**src/rtl/core/tgarle_pkg.sv**
```systemverilog
// Shared types and constants for the TGA RLE pixel decoder.
// Used by the register, front, queue, back and top modules and the bench; no dependencies.
package tgarle_pkg;

	localparam int MAX_SIDE = 8192;
	localparam int PIX_CNT_W = 27;
	localparam longint PIX_MAX = (longint'(1) << PIX_CNT_W) - 1;
	localparam longint SIDE_SQ = longint'(MAX_SIDE) * longint'(MAX_SIDE);
	// pixel count cap, saturated to the register width
	localparam logic [PIX_CNT_W-1:0] PIX_LIMIT =
		PIX_CNT_W'((SIDE_SQ > PIX_MAX) ? PIX_MAX : SIDE_SQ);

	localparam int CFG_ADDR_W = 4;
	localparam int APB_DATA_W = 32;

	localparam int QUEUE_DEPTH = 2;
	localparam int QPTR_W = $clog2(QUEUE_DEPTH);
	localparam int QCNT_W = $clog2(QUEUE_DEPTH + 1);

	localparam logic [7:0] HDR_LEN_MASK = 8'h7F;
	localparam logic [7:0] ALPHA_OPAQUE = 8'd255;

	typedef enum logic [1:0] {
		REG_RLE_MODE    = 2'd0,
		REG_BPP         = 2'd1,
		REG_PIXEL_COUNT = 2'd2
	} reg_idx_t;

	typedef enum logic [1:0] {
		FMT_GRAY   = 2'd0,
		FMT_RGB555 = 2'd1,
		FMT_BGR    = 2'd2,
		FMT_BGRA   = 2'd3
	} fmt_t;

	typedef struct packed {
		logic                 rle_mode;
		logic [2:0]           bytes_per_pixel;
		logic [PIX_CNT_W-1:0] pixel_count;
	} cfg_t;

	// one finished sample on its way to color conversion
	typedef struct packed {
		logic [23:0] sample;
		logic [7:0]  last_byte;
		fmt_t        fmt;
		logic [7:0]  repeat_cnt;
		logic        image_done;
		logic        overrun;
	} pix_cmd_t;

endpackage

```
**src/rtl/core/tgarle_if.sv**
```systemverilog
// Valid/ready stream interfaces for the byte input and the pixel output.
// Standalone; widths follow the fixed field widths of the decoder.
interface tgarle_in_if;
	logic       valid;
	logic       ready;
	logic [7:0] data_byte;
	logic       start_of_image;

	modport source(output valid, data_byte, start_of_image, input ready);
	modport sink(input valid, data_byte, start_of_image, output ready);
endinterface

interface tgarle_out_if;
	logic       valid;
	logic       ready;
	logic [7:0] red;
	logic [7:0] green;
	logic [7:0] blue;
	logic [7:0] alpha;
	logic [7:0] repeat_res;
	logic       image_done;
	logic       overrun;

	modport source(output valid, red, green, blue, alpha, repeat_res, image_done, overrun,
		input ready);
	modport sink(input valid, red, green, blue, alpha, repeat_res, image_done, overrun,
		output ready);
endinterface

```
**src/rtl/core/tgarle_regs.sv**
```systemverilog
// APB configuration registers: mode, bytes per pixel, pixel count.
// Depends on tgarle_pkg.
module tgarle_regs import tgarle_pkg::*; (
	input  logic                  clk,
	input  logic                  arst_n,
	input  logic                  psel,
	input  logic                  penable,
	input  logic                  pwrite,
	input  logic [CFG_ADDR_W-1:0] paddr,
	input  logic [APB_DATA_W-1:0] pwdata,
	output logic [APB_DATA_W-1:0] prdata,
	output logic                  pready,
	output cfg_t                  cfg
);

	cfg_t     cfg_q;
	reg_idx_t idx;
	logic     wr_en;

	assign pready = 1'b1;
	assign idx    = reg_idx_t'(paddr[3:2]);
	assign wr_en  = psel & penable & pwrite;
	assign cfg    = cfg_q;

	always_ff @(posedge clk or negedge arst_n) begin
		if (!arst_n) begin
			cfg_q.rle_mode        <= 1'b0;
			cfg_q.bytes_per_pixel <= 3'd4;
			cfg_q.pixel_count     <= PIX_CNT_W'(1);
		end else if (wr_en) begin
			case (idx)
				REG_RLE_MODE:    cfg_q.rle_mode        <= pwdata[0];
				REG_BPP:         cfg_q.bytes_per_pixel <= pwdata[2:0];
				REG_PIXEL_COUNT: cfg_q.pixel_count     <= pwdata[PIX_CNT_W-1:0];
				default: ;
			endcase
		end
	end

	always_comb begin
		prdata = '0;
		case (idx)
			REG_RLE_MODE:    prdata[0]              = cfg_q.rle_mode;
			REG_BPP:         prdata[2:0]            = cfg_q.bytes_per_pixel;
			REG_PIXEL_COUNT: prdata[PIX_CNT_W-1:0] = cfg_q.pixel_count;
			default:         prdata = '0;
		endcase
	end

endmodule

```
**src/rtl/core/tgarle_front.sv**
```systemverilog
// Front end: takes stream bytes, tracks packets, samples and pixel count,
// and issues one command per finished sample of the image. Depends on tgarle_pkg, tgarle_if.
module tgarle_front import tgarle_pkg::*; (
	input  logic       clk,
	input  logic       arst_n,
	input  cfg_t       cfg,
	tgarle_in_if.sink  byte_in,
	input  logic       q_ready,
	output logic       push,
	output pix_cmd_t   cmd
);

	logic                 expect_hdr_q, pkt_run_q;
	logic [7:0]           pkt_left_q;
	logic [1:0]           byte_idx_q;
	logic [23:0]          sample_q;
	logic [PIX_CNT_W-1:0] done_q;

	logic                 accept, sof;
	logic                 cur_expect, cur_run;
	logic [7:0]           cur_left;
	logic [1:0]           cur_idx;
	logic [23:0]          cur_sample, sample_ins;
	logic [PIX_CNT_W-1:0] cur_done, total, remaining;
	logic                 finished, take_hdr, sample_end, pkt_end, clip;
	logic [2:0]           bpp;
	fmt_t                 fmt;
	logic [7:0]           data, left_eff, cnt_pre, count;

	assign byte_in.ready = q_ready;
	assign accept        = byte_in.valid & q_ready;
	assign sof           = byte_in.start_of_image;
	assign data          = byte_in.data_byte;

	// start of image clears packet state before the byte is used
	assign cur_expect = sof | expect_hdr_q;
	assign cur_run    = sof ? 1'b0 : pkt_run_q;
	assign cur_left   = sof ? 8'd0 : pkt_left_q;
	assign cur_idx    = sof ? 2'd0 : byte_idx_q;
	assign cur_sample = sof ? 24'd0 : sample_q;
	assign cur_done   = sof ? '0 : done_q;

	always_comb begin
		case (cfg.bytes_per_pixel)
			3'd1:    begin bpp = 3'd1; fmt = FMT_GRAY;   end
			3'd2:    begin bpp = 3'd2; fmt = FMT_RGB555; end
			3'd3:    begin bpp = 3'd3; fmt = FMT_BGR;    end
			default: begin bpp = 3'd4; fmt = FMT_BGRA;   end
		endcase
	end

	assign total      = (cfg.pixel_count < PIX_LIMIT) ? cfg.pixel_count : PIX_LIMIT;
	assign finished   = cur_done >= total;
	assign remaining  = total - cur_done;
	assign take_hdr   = cfg.rle_mode & cur_expect;
	assign sample_end = ({1'b0, cur_idx} + 3'd1) >= bpp;
	// byte at index 3 shifts out of the 24-bit word
	assign sample_ins = cur_sample | (24'(data) << {cur_idx, 3'b000});

	assign left_eff = (cur_left == 8'd0) ? 8'd1 : cur_left;
	assign cnt_pre  = (cfg.rle_mode & cur_run) ? left_eff : 8'd1;
	assign clip     = PIX_CNT_W'(cnt_pre) > remaining;
	assign count    = clip ? remaining[7:0] : cnt_pre;
	assign pkt_end  = cur_run | (left_eff <= 8'd1);

	assign push           = accept & ~finished & ~take_hdr & sample_end;
	assign cmd.sample     = cur_sample;
	assign cmd.last_byte  = data;
	assign cmd.fmt        = fmt;
	assign cmd.repeat_cnt = count;
	assign cmd.image_done = PIX_CNT_W'(count) == remaining;
	assign cmd.overrun    = cfg.rle_mode & cmd.image_done & (left_eff > count);

	always_ff @(posedge clk or negedge arst_n) begin
		if (!arst_n) begin
			expect_hdr_q <= 1'b1;
			pkt_run_q    <= 1'b0;
			pkt_left_q   <= 8'd0;
			byte_idx_q   <= 2'd0;
			sample_q     <= 24'd0;
			done_q       <= '0;
		end else if (accept) begin
			expect_hdr_q <= cur_expect;
			pkt_run_q    <= cur_run;
			pkt_left_q   <= cur_left;
			byte_idx_q   <= cur_idx;
			sample_q     <= cur_sample;
			done_q       <= cur_done;
			if (!finished) begin
				if (take_hdr) begin
					pkt_run_q    <= data[7];
					pkt_left_q   <= (data & HDR_LEN_MASK) + 8'd1;
					expect_hdr_q <= 1'b0;
					byte_idx_q   <= 2'd0;
					sample_q     <= 24'd0;
				end else if (!sample_end) begin
					sample_q   <= sample_ins;
					byte_idx_q <= cur_idx + 2'd1;
				end else begin
					byte_idx_q <= 2'd0;
					sample_q   <= 24'd0;
					done_q     <= cur_done + PIX_CNT_W'(count);
					// raw mode leaves packet state untouched
					if (cfg.rle_mode) begin
						if (pkt_end) begin
							pkt_left_q   <= 8'd0;
							expect_hdr_q <= 1'b1;
						end else begin
							pkt_left_q <= left_eff - 8'd1;
						end
					end
				end
			end
		end
	end

endmodule

```
**src/rtl/core/tgarle_queue.sv**
```systemverilog
// Small register FIFO of pixel commands between front and back end.
// Depends on tgarle_pkg.
module tgarle_queue import tgarle_pkg::*; (
	input  logic     clk,
	input  logic     arst_n,
	input  logic     push,
	input  pix_cmd_t push_data,
	output logic     space,
	input  logic     pop,
	output logic     avail,
	output pix_cmd_t head
);

	pix_cmd_t          ent_q [QUEUE_DEPTH];
	logic [QPTR_W-1:0] wr_ptr_q, rd_ptr_q;
	logic [QCNT_W-1:0] cnt_q;

	assign space = cnt_q != QCNT_W'(QUEUE_DEPTH);
	assign avail = cnt_q != '0;
	assign head  = ent_q[rd_ptr_q];

	// depth is a power of two, pointers wrap on their own
	always_ff @(posedge clk or negedge arst_n) begin
		if (!arst_n) begin
			wr_ptr_q <= '0;
			rd_ptr_q <= '0;
			cnt_q    <= '0;
		end else begin
			if (push) wr_ptr_q <= wr_ptr_q + QPTR_W'(1);
			if (pop)  rd_ptr_q <= rd_ptr_q + QPTR_W'(1);
			case ({push, pop})
				2'b10:   cnt_q <= cnt_q + QCNT_W'(1);
				2'b01:   cnt_q <= cnt_q - QCNT_W'(1);
				default: cnt_q <= cnt_q;
			endcase
		end
	end

	always_ff @(posedge clk) begin
		if (push) ent_q[wr_ptr_q] <= push_data;
	end

endmodule

```
**src/rtl/core/tgarle_back.sv**
```systemverilog
// Back end: converts a queued sample to RGBA and holds it in the output register.
// Depends on tgarle_pkg, tgarle_if.
module tgarle_back import tgarle_pkg::*; (
	input  logic          clk,
	input  logic          arst_n,
	input  logic          avail,
	input  pix_cmd_t      head,
	output logic          pop,
	tgarle_out_if.source  pixel_out
);

	logic       valid_q;
	logic [7:0] red_q, green_q, blue_q, alpha_q, repeat_q;
	logic       done_q, overrun_q;
	logic [7:0] r, g, b, a, b0, b1, b2, lb;

	assign b0 = head.sample[7:0];
	assign b1 = head.sample[15:8];
	assign b2 = head.sample[23:16];
	assign lb = head.last_byte;

	always_comb begin
		case (head.fmt)
			FMT_BGRA: begin
				r = b2; g = b1; b = b0; a = lb;
			end
			FMT_BGR: begin
				r = lb; g = b1; b = b0; a = ALPHA_OPAQUE;
			end
			FMT_RGB555: begin
				// little-endian word {lb, b0}: A1 R5 G5 B5
				b = {b0[4:0], 3'b000};
				g = {lb[1:0], b0[7:5], 3'b000};
				r = {lb[6:2], 3'b000};
				a = lb[7] ? ALPHA_OPAQUE : 8'd0;
			end
			default: begin
				r = lb; g = lb; b = lb; a = ALPHA_OPAQUE;
			end
		endcase
	end

	assign pop = avail & (~valid_q | pixel_out.ready);

	always_ff @(posedge clk or negedge arst_n) begin
		if (!arst_n) begin
			valid_q <= 1'b0;
		end else if (~valid_q | pixel_out.ready) begin
			valid_q <= avail;
		end
	end

	always_ff @(posedge clk) begin
		if (pop) begin
			red_q     <= r;
			green_q   <= g;
			blue_q    <= b;
			alpha_q   <= a;
			repeat_q  <= head.repeat_cnt;
			done_q    <= head.image_done;
			overrun_q <= head.overrun;
		end
	end

	assign pixel_out.valid      = valid_q;
	assign pixel_out.red        = red_q;
	assign pixel_out.green      = green_q;
	assign pixel_out.blue       = blue_q;
	assign pixel_out.alpha      = alpha_q;
	assign pixel_out.repeat_res = repeat_q;
	assign pixel_out.image_done = done_q;
	assign pixel_out.overrun    = overrun_q;

endmodule

```
**src/rtl/core/tga_rle_pixel_decoder_core.sv**
```systemverilog
// TGA pixel-data decoder top level: registers, front end, queue, back end.
// Depends on tgarle_pkg, tgarle_if and the tgarle_* modules.
//
// Usage: byte_in carries the pixel-data stream after the file header, one byte
// per request; start_of_image marks the first byte of a new image. pixel_out
// carries RGBA pixels with a repeat count, so a whole run leaves as one request.
// Packet header bytes and non-final sample bytes produce nothing.
// Software sets rle_mode (0x0), bytes_per_pixel (0x4) and pixel_count (0x8)
// over APB before the stream starts, while the block is idle.
// Throughput: one byte per cycle while the queue has space; the front end
// updates packet and pixel counters per byte with 27-bit subtracts and compares.
// A pixel's command enters a queue entry when its last byte is taken and then
// moves to the output register, which drives it on pixel_out.
// When pixel_out stalls, the two-entry command queue fills and byte_in.ready
// drops until the output register drains. Bytes past the end of the image are
// accepted and dropped.
// Reset (arst_n low) clears packet state, counters and the queue, and loads
// rle_mode 0, bytes_per_pixel 4, pixel_count 1.
module tga_rle_pixel_decoder_core import tgarle_pkg::*; (
	input  logic                  clk,
	input  logic                  arst_n,
	input  logic                  psel,
	input  logic                  penable,
	input  logic                  pwrite,
	input  logic [CFG_ADDR_W-1:0] paddr,
	input  logic [APB_DATA_W-1:0] pwdata,
	output logic [APB_DATA_W-1:0] prdata,
	output logic                  pready,
	tgarle_in_if.sink             byte_in,
	tgarle_out_if.source          pixel_out
);

	cfg_t     cfg;
	pix_cmd_t cmd, head;
	logic     push, space, pop, avail;

	tgarle_regs u_regs (
		.clk     (clk),
		.arst_n  (arst_n),
		.psel    (psel),
		.penable (penable),
		.pwrite  (pwrite),
		.paddr   (paddr),
		.pwdata  (pwdata),
		.prdata  (prdata),
		.pready  (pready),
		.cfg     (cfg)
	);

	tgarle_front u_front (
		.clk     (clk),
		.arst_n  (arst_n),
		.cfg     (cfg),
		.byte_in (byte_in),
		.q_ready (space),
		.push    (push),
		.cmd     (cmd)
	);

	tgarle_queue u_queue (
		.clk       (clk),
		.arst_n    (arst_n),
		.push      (push),
		.push_data (cmd),
		.space     (space),
		.pop       (pop),
		.avail     (avail),
		.head      (head)
	);

	tgarle_back u_back (
		.clk       (clk),
		.arst_n    (arst_n),
		.avail     (avail),
		.head      (head),
		.pop       (pop),
		.pixel_out (pixel_out)
	);

endmodule

```
**src/flat_wrapper.sv**
```systemverilog
// flat-port wrapper written by rule: the top's interface ports become plain ports
module tga_rle_pixel_decoder_core_flat import tgarle_pkg::*;
  (clk, arst_n, psel, penable, pwrite, paddr, pwdata, prdata, pready, byte_in_valid, byte_in_data_byte, byte_in_start_of_image, byte_in_ready, pixel_out_valid, pixel_out_red, pixel_out_green, pixel_out_blue, pixel_out_alpha, pixel_out_repeat_res, pixel_out_image_done, pixel_out_overrun, pixel_out_ready);
  tgarle_in_if byte_in_i ();
  tgarle_out_if pixel_out_i ();
  input  logic clk;
  input  logic arst_n;
  input  logic psel;
  input  logic penable;
  input  logic pwrite;
  input  logic [CFG_ADDR_W-1:0] paddr;
  input  logic [APB_DATA_W-1:0] pwdata;
  output logic [APB_DATA_W-1:0] prdata;
  output logic pready;
  input wire logic [$bits(byte_in_i.valid)-1:0] byte_in_valid;
  input wire logic [$bits(byte_in_i.data_byte)-1:0] byte_in_data_byte;
  input wire logic [$bits(byte_in_i.start_of_image)-1:0] byte_in_start_of_image;
  output wire logic [$bits(byte_in_i.ready)-1:0] byte_in_ready;
  output wire logic [$bits(pixel_out_i.valid)-1:0] pixel_out_valid;
  output wire logic [$bits(pixel_out_i.red)-1:0] pixel_out_red;
  output wire logic [$bits(pixel_out_i.green)-1:0] pixel_out_green;
  output wire logic [$bits(pixel_out_i.blue)-1:0] pixel_out_blue;
  output wire logic [$bits(pixel_out_i.alpha)-1:0] pixel_out_alpha;
  output wire logic [$bits(pixel_out_i.repeat_res)-1:0] pixel_out_repeat_res;
  output wire logic [$bits(pixel_out_i.image_done)-1:0] pixel_out_image_done;
  output wire logic [$bits(pixel_out_i.overrun)-1:0] pixel_out_overrun;
  input wire logic [$bits(pixel_out_i.ready)-1:0] pixel_out_ready;
  assign byte_in_i.valid = byte_in_valid;
  assign byte_in_i.data_byte = byte_in_data_byte;
  assign byte_in_i.start_of_image = byte_in_start_of_image;
  assign byte_in_ready = byte_in_i.ready;
  assign pixel_out_valid = pixel_out_i.valid;
  assign pixel_out_red = pixel_out_i.red;
  assign pixel_out_green = pixel_out_i.green;
  assign pixel_out_blue = pixel_out_i.blue;
  assign pixel_out_alpha = pixel_out_i.alpha;
  assign pixel_out_repeat_res = pixel_out_i.repeat_res;
  assign pixel_out_image_done = pixel_out_i.image_done;
  assign pixel_out_overrun = pixel_out_i.overrun;
  assign pixel_out_i.ready = pixel_out_ready;
  tga_rle_pixel_decoder_core u_core (.clk(clk), .arst_n(arst_n), .psel(psel), .penable(penable), .pwrite(pwrite), .paddr(paddr), .pwdata(pwdata), .prdata(prdata), .pready(pready), .byte_in(byte_in_i), .pixel_out(pixel_out_i));
endmodule
```
**config.mk**
```make
export PLATFORM = sky130hd
export DESIGN_NAME = tga_rle_pixel_decoder_core_flat
export DESIGN_NICKNAME = d
export VERILOG_FILES = /design/src/rtl/core/tgarle_pkg.sv /design/src/rtl/core/tgarle_if.sv /design/src/rtl/core/tgarle_regs.sv /design/src/rtl/core/tgarle_front.sv /design/src/rtl/core/tgarle_queue.sv /design/src/rtl/core/tgarle_back.sv /design/src/rtl/core/tga_rle_pixel_decoder_core.sv /design/src/flat_wrapper.sv
export SDC_FILE = /design/constraint.sdc
export NUM_CORES = 1
export LEC_CHECK = 0
export BUFFER_PORTS_ARGS = -buffer_cell sky130_fd_sc_hd__buf_2
export CAP_MARGIN = 20
export CORE_AREA = 2 2 213 215
export CTS_BUF_LIST = sky130_fd_sc_hd__clkbuf_8
export DETAILED_ROUTE_END_ITERATION = 16
export DIE_AREA = 0 0 215 217
export HOLD_SLACK_MARGIN = 0.1
export MAX_ROUTING_LAYER = met4
export RECOVER_POWER = 100
export SYNTH_ARGS = -nofsm -noshare
export SYNTH_HDL_FRONTEND = slang
export SYNTH_SLANG_ARGS = --single-unit
```
**constraint.sdc**
```tcl
create_clock -name clk -period 11.1 [get_ports clk]
set_input_delay 0.555 -clock clk [delete_from_list [all_inputs] [get_ports clk]]
set_output_delay 0.555 -clock clk [all_outputs]
set_load 0.01 [all_outputs]
```
Yosys cells after proc, flatten, opt, wreduce, memory -nomap -nowiden
Memories as Yosys holds them, arrays and structs flattened.
Index checks and enable logic that the tools add are counted.
- bits in registers: 141
- memory bits (writable): 88
- output and inout bits: 77
- memories kept: 1
- memories (name ; depth ; bits a word ; rd ports ; clocked after memory_dff ; write ports ; RTL line ; source):
    u_core.u_queue.ent_q ; 2 ; 44 ; 1 ; 0 ; 1 ; tgarle_queue.sv:14 ; pix_cmd_t ent_q [QUEUE_DEPTH];
- add/sub/neg operators: 10
- magnitude comparators: 6
- equality and inequality tests: 12
- shift operators: 1
- muxes and demuxes: 43
- bitwise operators: 18
- reduce and logical (&&, ||, !) cells: 8
- operators with widths (kind ; number):
    two-way mux 27 bit ; 5
    two-way mux 24 bit ; 5
    two-way mux 8 bit ; 10
    one-hot mux 8 bit (2 select lines) ; 4
    adder 27 x 8 -> 27 bit ; 1
    equality test 8 x 27 -> 1 bit ; 1
    greater-or-equal comparator 27 bit ; 1
    greater-than comparator 8 x 27 -> 1 bit ; 1
    < comparator 27 bit (second input constant) ; 1
    subtractor 27 bit ; 1
    bitwise OR 24 bit ; 1
    << shifter 8 x 5 -> 24 bit ; 1
    bitwise AND 1 bit ; 11
    two-way mux 1 bit ; 10
    one-hot mux 3 bit (3 select lines) ; 1
    adder 7 x 1 -> 8 bit (second input constant) ; 1
    equality test 2 bit (second input constant) ; 4
    greater-than comparator 8 bit ; 1
    less-or-equal comparator 8 x 1 -> 1 bit (second input constant) ; 1
    logical NOT 8 bit ; 1
    two-way mux 2 bit ; 4
    one-hot mux 2 bit (2 select lines) ; 2
    subtractor 8 x 1 -> 8 bit (second input constant) ; 1
    equality test 2 x 1 -> 1 bit (second input constant) ; 3
    other kinds (16) ; 26

Depth between registers and ports, before layout
- depth in word-level cells: 10
- depth in mapped cells: 31

Modules after synthesis
Synthesis repeated with hierarchy kept, for this count alone.
- cell total of the unflattened synthesis: 1196
- area total of the unflattened synthesis: 13544.2 um^2
- by module, submodules not included (module ; instances ; cells an instance ; area an instance (um^2)):
    tgarle_front ; 1 ; 797 ; 6556.3
    tgarle_queue ; 1 ; 153 ; 3562.2
    tgarle_back ; 1 ; 132 ; 1845.5
    tgarle_regs ; 1 ; 114 ; 1580.3

Least setup slack after synthesis
OpenSTA, ideal clock, no wires.
- kind: input -> register
- from: input byte_in_start_of_image
- to: register u_core.u_front.done_q[20]
- setup time: 0.124 ns
- arrival time: 6.877 ns
- setup slack: 4.099 ns
- stages: 28
- path buffers: 5
- path through: clkbuf_1 -> clkbuf_1 -> clkbuf_1 -> clkbuf_1 -> nor2b_1 -> ha_1 -> fa_1 -> nor2b_1 -> o2111ai_2 -> a21oi_2 -> o31ai_2 -> mux2i_1 -> or4_1 -> or4_4 -> nor4_4 -> buf_8 -> mux2i_1 -> ha_1 -> fa_1 -> a21o_1 -> a21oi_1 -> o21bai_1 -> a21oi_1 -> o21ai_0 -> o211ai_1 -> nor3_1 -> nand4_1 -> xor2_1
- RTL lines (element ; RTL line ; source):
    start, declared ; flat_wrapper.sv:17 ; input wire logic [$bits(byte_in_i.start_of_image)-1:0] byte_in_start_of_image;
    end signal, assigned ; tgarle_front.sv:88 ; done_q <= cur_done;
    end signal, assigned ; tgarle_front.sv:102 ; done_q <= cur_done + PIX_CNT_W'(count);
    end, declared ; tgarle_front.sv:17 ; logic [PIX_CNT_W-1:0] done_q;

==> summary.txt <==
Synthesis
  – Sequential share of the synthesized area: about half
  – Top cell type's share of synthesized area: 29.7%
  – Synth cell types: 77
  – Area leader, netlist: edfxtp_1
  – Post-Syn Area: roughly 13000 µm²
  – Predominant post-synthesis flop cell: edfxtp_1
  – Syn. warnings: 0
  – Synth async-reset ratio: roughly 43%
  – FF+latch count, synth: 229
  – Synth area leaders: edfxtp_1 (30%), dfrtp_1 (18%), ha_1 (6.0%), mux2_2 (4.4%), nand2_1 (4.0%)
  – Syn Inst Count: 1243
  – Synth top cells by count: nand2_1 (141), edfxtp_1 (130), dfrtp_1 (96), o21ai_0 (86), nor2b_1 (72)
  – Most common cell in the synthesized netlist: nand2_1
  – Post-synth EDFFs: 130
  – Post-synthesis average cell area: 10.6 µm²

Min path
  – Min-delay src: pixel_out_ready
  – Hold Path End: u_core.u_back.pixel_out.valid
  – Hold WC Path Type: in -> reg
  – WHS Path Cells: 2

Detailed routing
  – Wirelength per Cell: approximately 17 µm
  – Drt via density: 5.01
  – Via Count: just under 10000
  – 1st-pass router iterations: 7
  – # DRC: 0
  – Top Layer Used: met4
  – Wire length on met2: approximately 16000 µm
  – Iter 0 DRT Violations: 716
  – Wl on met1: 15500 µm
  – Routed Antenna Nets: 0
  – Drt total wl: 34400 µm
  – Wire length on met3: 1940 µm

Critical path
  – R2R Setup Slk: 2.70 ns
  – Slowest-stage cell, CP: nor4_1
  – Crit path max fanout: 52
  – Most common cell on crit path: o21ai_0
  – Largest stage delay, worst path: 1.12 ns
  – Required @ worst endpoint: 11.54 ns
  – Crit. End Element: register
  – CP Launch Point: byte_in_start_of_image
  – Crit path DAT: approximately 9.2 ns
  – Reg2Reg Depth: 23
  – Reg2reg start: u_core.u_regs.cfg[26]
  – Crit Path Class: in -> reg
  – R2R Path End: u_core.u_front.done_q[20]
  – Critical Path Start Type: primary input

Global routing
  – Largest net degree at the start of global routing: 64
  – First-pass GRT wire length: 54600 µm
  – Total GRT Usage: between 10% and 20%
  – Total congestion overflow: 0
  – Vias in the first global route: just under 10000
  – Antenna violations before repair: 1

Timing
  – Peak Freq: 0.115 GHz
  – Worst Max-Slew Pin Slew: 3.46 ns
  – Clock Skews: about 0.025 ns
  – Max Transition Viols Final: 334
  – # setup viols final: 0
  – Fin crit period: 8.71 ns
  – Unrepaired setup endpoints after global routing: no
  – Total Negative Setup Slacks: 0 ns
  – Max_slew headroom: -131%
  – Worst Setup Slack, final: 2.39 ns
  – Final hold viol count: 0
  – Part of the cycle the worst path needs: 78.5%

Clock network
  – Root Buffer: clkbuf_8
  – Post-CTS Setup Bufs: 0
  – Longest Clk Path Bufs: 3
  – Clock tree sinks: 229
  – CTS Buf Count: 40
  – CTS tree: yes
  – Clock Latency Late Sink: 0.57 ns
  – CTS clk-pin slew, worst paths: ~0.050 ns
  – Maximum level of the CTS H-tree: 2

Floorplanning
  – Core Box Area: 44700 µm²
  – Top-level port count: 129
  – Die area: 46700 µm²
  – Row count: 78
  – Die width: 215 µm
  – Initial core utilization: 29.4%
  – Die height: about 220 µm

Run
  – Max-cap violations: 8

Run status
  – Outcome: finished, violations left
  – Failing checks: max-capacitance violations, max-slew violations

Layout
  – FILL cells: 4635
  – Finished Cell Area: between 10000 and 15000 µm²
  – Post-Layout Cell Count: 1981
  – Post-layout util: 33.5%
  – Area Overhead vs Synth: 13.7%
  – Nets@finish: between 1000 and 1500
  – Layout cells sized above 1: 13.5%

Power and ir drop
  – Worst vdd ir: ~90 µV
  – Power per cell area: 218 nW/µm²
  – Static Leak: ~6.0 nW

Placed design
  – Hpwl dp: 24500 µm
  – Buffers added on ports: 115
  – Gpl congestion: ~0.93
  – Area after DPL: 14300 µm²
  – Setup WS pre-CTS: 2.58 ns
  – Inst Count DP: 1905
[per-layer routing]
| metal | global-route usage, % | vias to the layer above |
|---|---|---|
| li1 | - | 4733 |
| met1 | 19.9 | 4831 |
| met2 | 23.9 | 301 |
| met3 | 2.73 | 59 |
| met4 | 4.51 | 0 |
| met5 | - | - |
[cells by family (layout without fill, tap and decap cells)]
group                    Yosys count  after routing  synth area share, %
AND/OR/NAND/NOR                  418            418                 16.0
XOR/XNOR                          54             54                 3.59
AO/OA/AOI/OAI                    272            272                 13.6
buffers and inverters            111            244                 3.74
other                              2              7               0.0571
adder cells (fa/ha/maj)           65             65                 6.29
multiplexers                      92             92                 8.23
flip-flops                       229            229                 48.5
[worst max-delay path, delay by kind of cell]
family          cells  cell delay, ns
compound gates      8            1.76
xor+xnor            1            0.18
fa+ha+maj           3            1.04
buf+inv             4            1.59
mux                 2            0.52
simple gates        8            3.46
[cell usage in the layout, fill, tap and decap left out, types with 9 or more instances in the layout]
| cell | Yosys | routed |
|---|---|---|
| a21o_1 | 13 | 13 |
| a21oi_1 | 52 | 51 |
| a22o_1 | 11 | 11 |
| a31oi_1 | 9 | 9 |
| a32o_1 | 18 | 18 |
| and2_0 | 2 | 26 |
| and3_1 | 13 | 13 |
| buf_2 | 6 | 54 |
| clkbuf_1 | 45 | 69 |
| clkbuf_8 | 0 | 47 |
| dfrtp_1 | 96 | 95 |
| edfxtp_1 | 130 | 130 |
| ha_1 | 63 | 63 |
| inv_1 | 42 | 56 |
| mux2_2 | 52 | 48 |
| mux2i_1 | 31 | 31 |
| nand2_1 | 141 | 141 |
| nand2b_1 | 13 | 13 |
| nand3_1 | 33 | 33 |
| nand4_1 | 17 | 17 |
| nor2_1 | 58 | 57 |
| nor2b_1 | 72 | 72 |
| nor3_1 | 11 | 11 |
| o21a_1 | 14 | 14 |
| o21ai_0 | 86 | 86 |
| o22ai_1 | 17 | 17 |
| xnor2_1 | 34 | 34 |
| xor2_1 | 20 | 20 |
[final cells by class]
cell class	count	area [µm²]	share of cell area, %
Sequential cell	229	6390	42.7
Tap cell	600	751	5.02
Inverter	45	169	1.13
Antenna cell	1	2.50	0.0167
Multi-Input combinational cell	907	6300	42.1
Clock buffer	47	647	4.32
Clock inverter	25	141	0.945
Timing Repair Buffer	127	566	3.78
[through the flow]
step                power [mW]  hold slack [ns]
finish                    3.27            0.206
global route              3.49            0.198
CTS                       3.30            0.170
detailed placement        2.53            0.474
global placement          2.51            0.465
floorplan                 2.13            0.259
[report_power, final]
part | switching [mW] | internal [mW]
registers | 0.107 | 1.12
clock network | 0.354 | 0.410
logic | 0.786 | 0.492
[flip-flops by register name, summed over array words and instances, names as in the netlist, 24 cells and up]
signal                   count
u_core.u_regs.cfg           31
u_core.u_front.sample_q     24
u_core.u_front.done_q       27
u_core.u_queue.ent_q        88
[worst max path at each step]
stage                     depth (start not counted)  slack [ns]                   endpoint
after CTS                                        22        3.08  u_core.u_front.done_q[20]
after global routing                             26        1.71  u_core.u_front.done_q[20]
after floorplan                                  28        4.10  u_core.u_front.done_q[20]
after detailed placement                         25        2.58  u_core.u_front.done_q[20]
after global placement                           25        2.62  u_core.u_front.done_q[20]
final                                            26        2.39  u_core.u_front.done_q[20]
[timing repair]
item,in CTS,in global routing
endpoints found under the hold margin,36,0
hold buffers,1,0
resized for setup,0,0
Note: power is estimated with default switching activity, not from simulation.
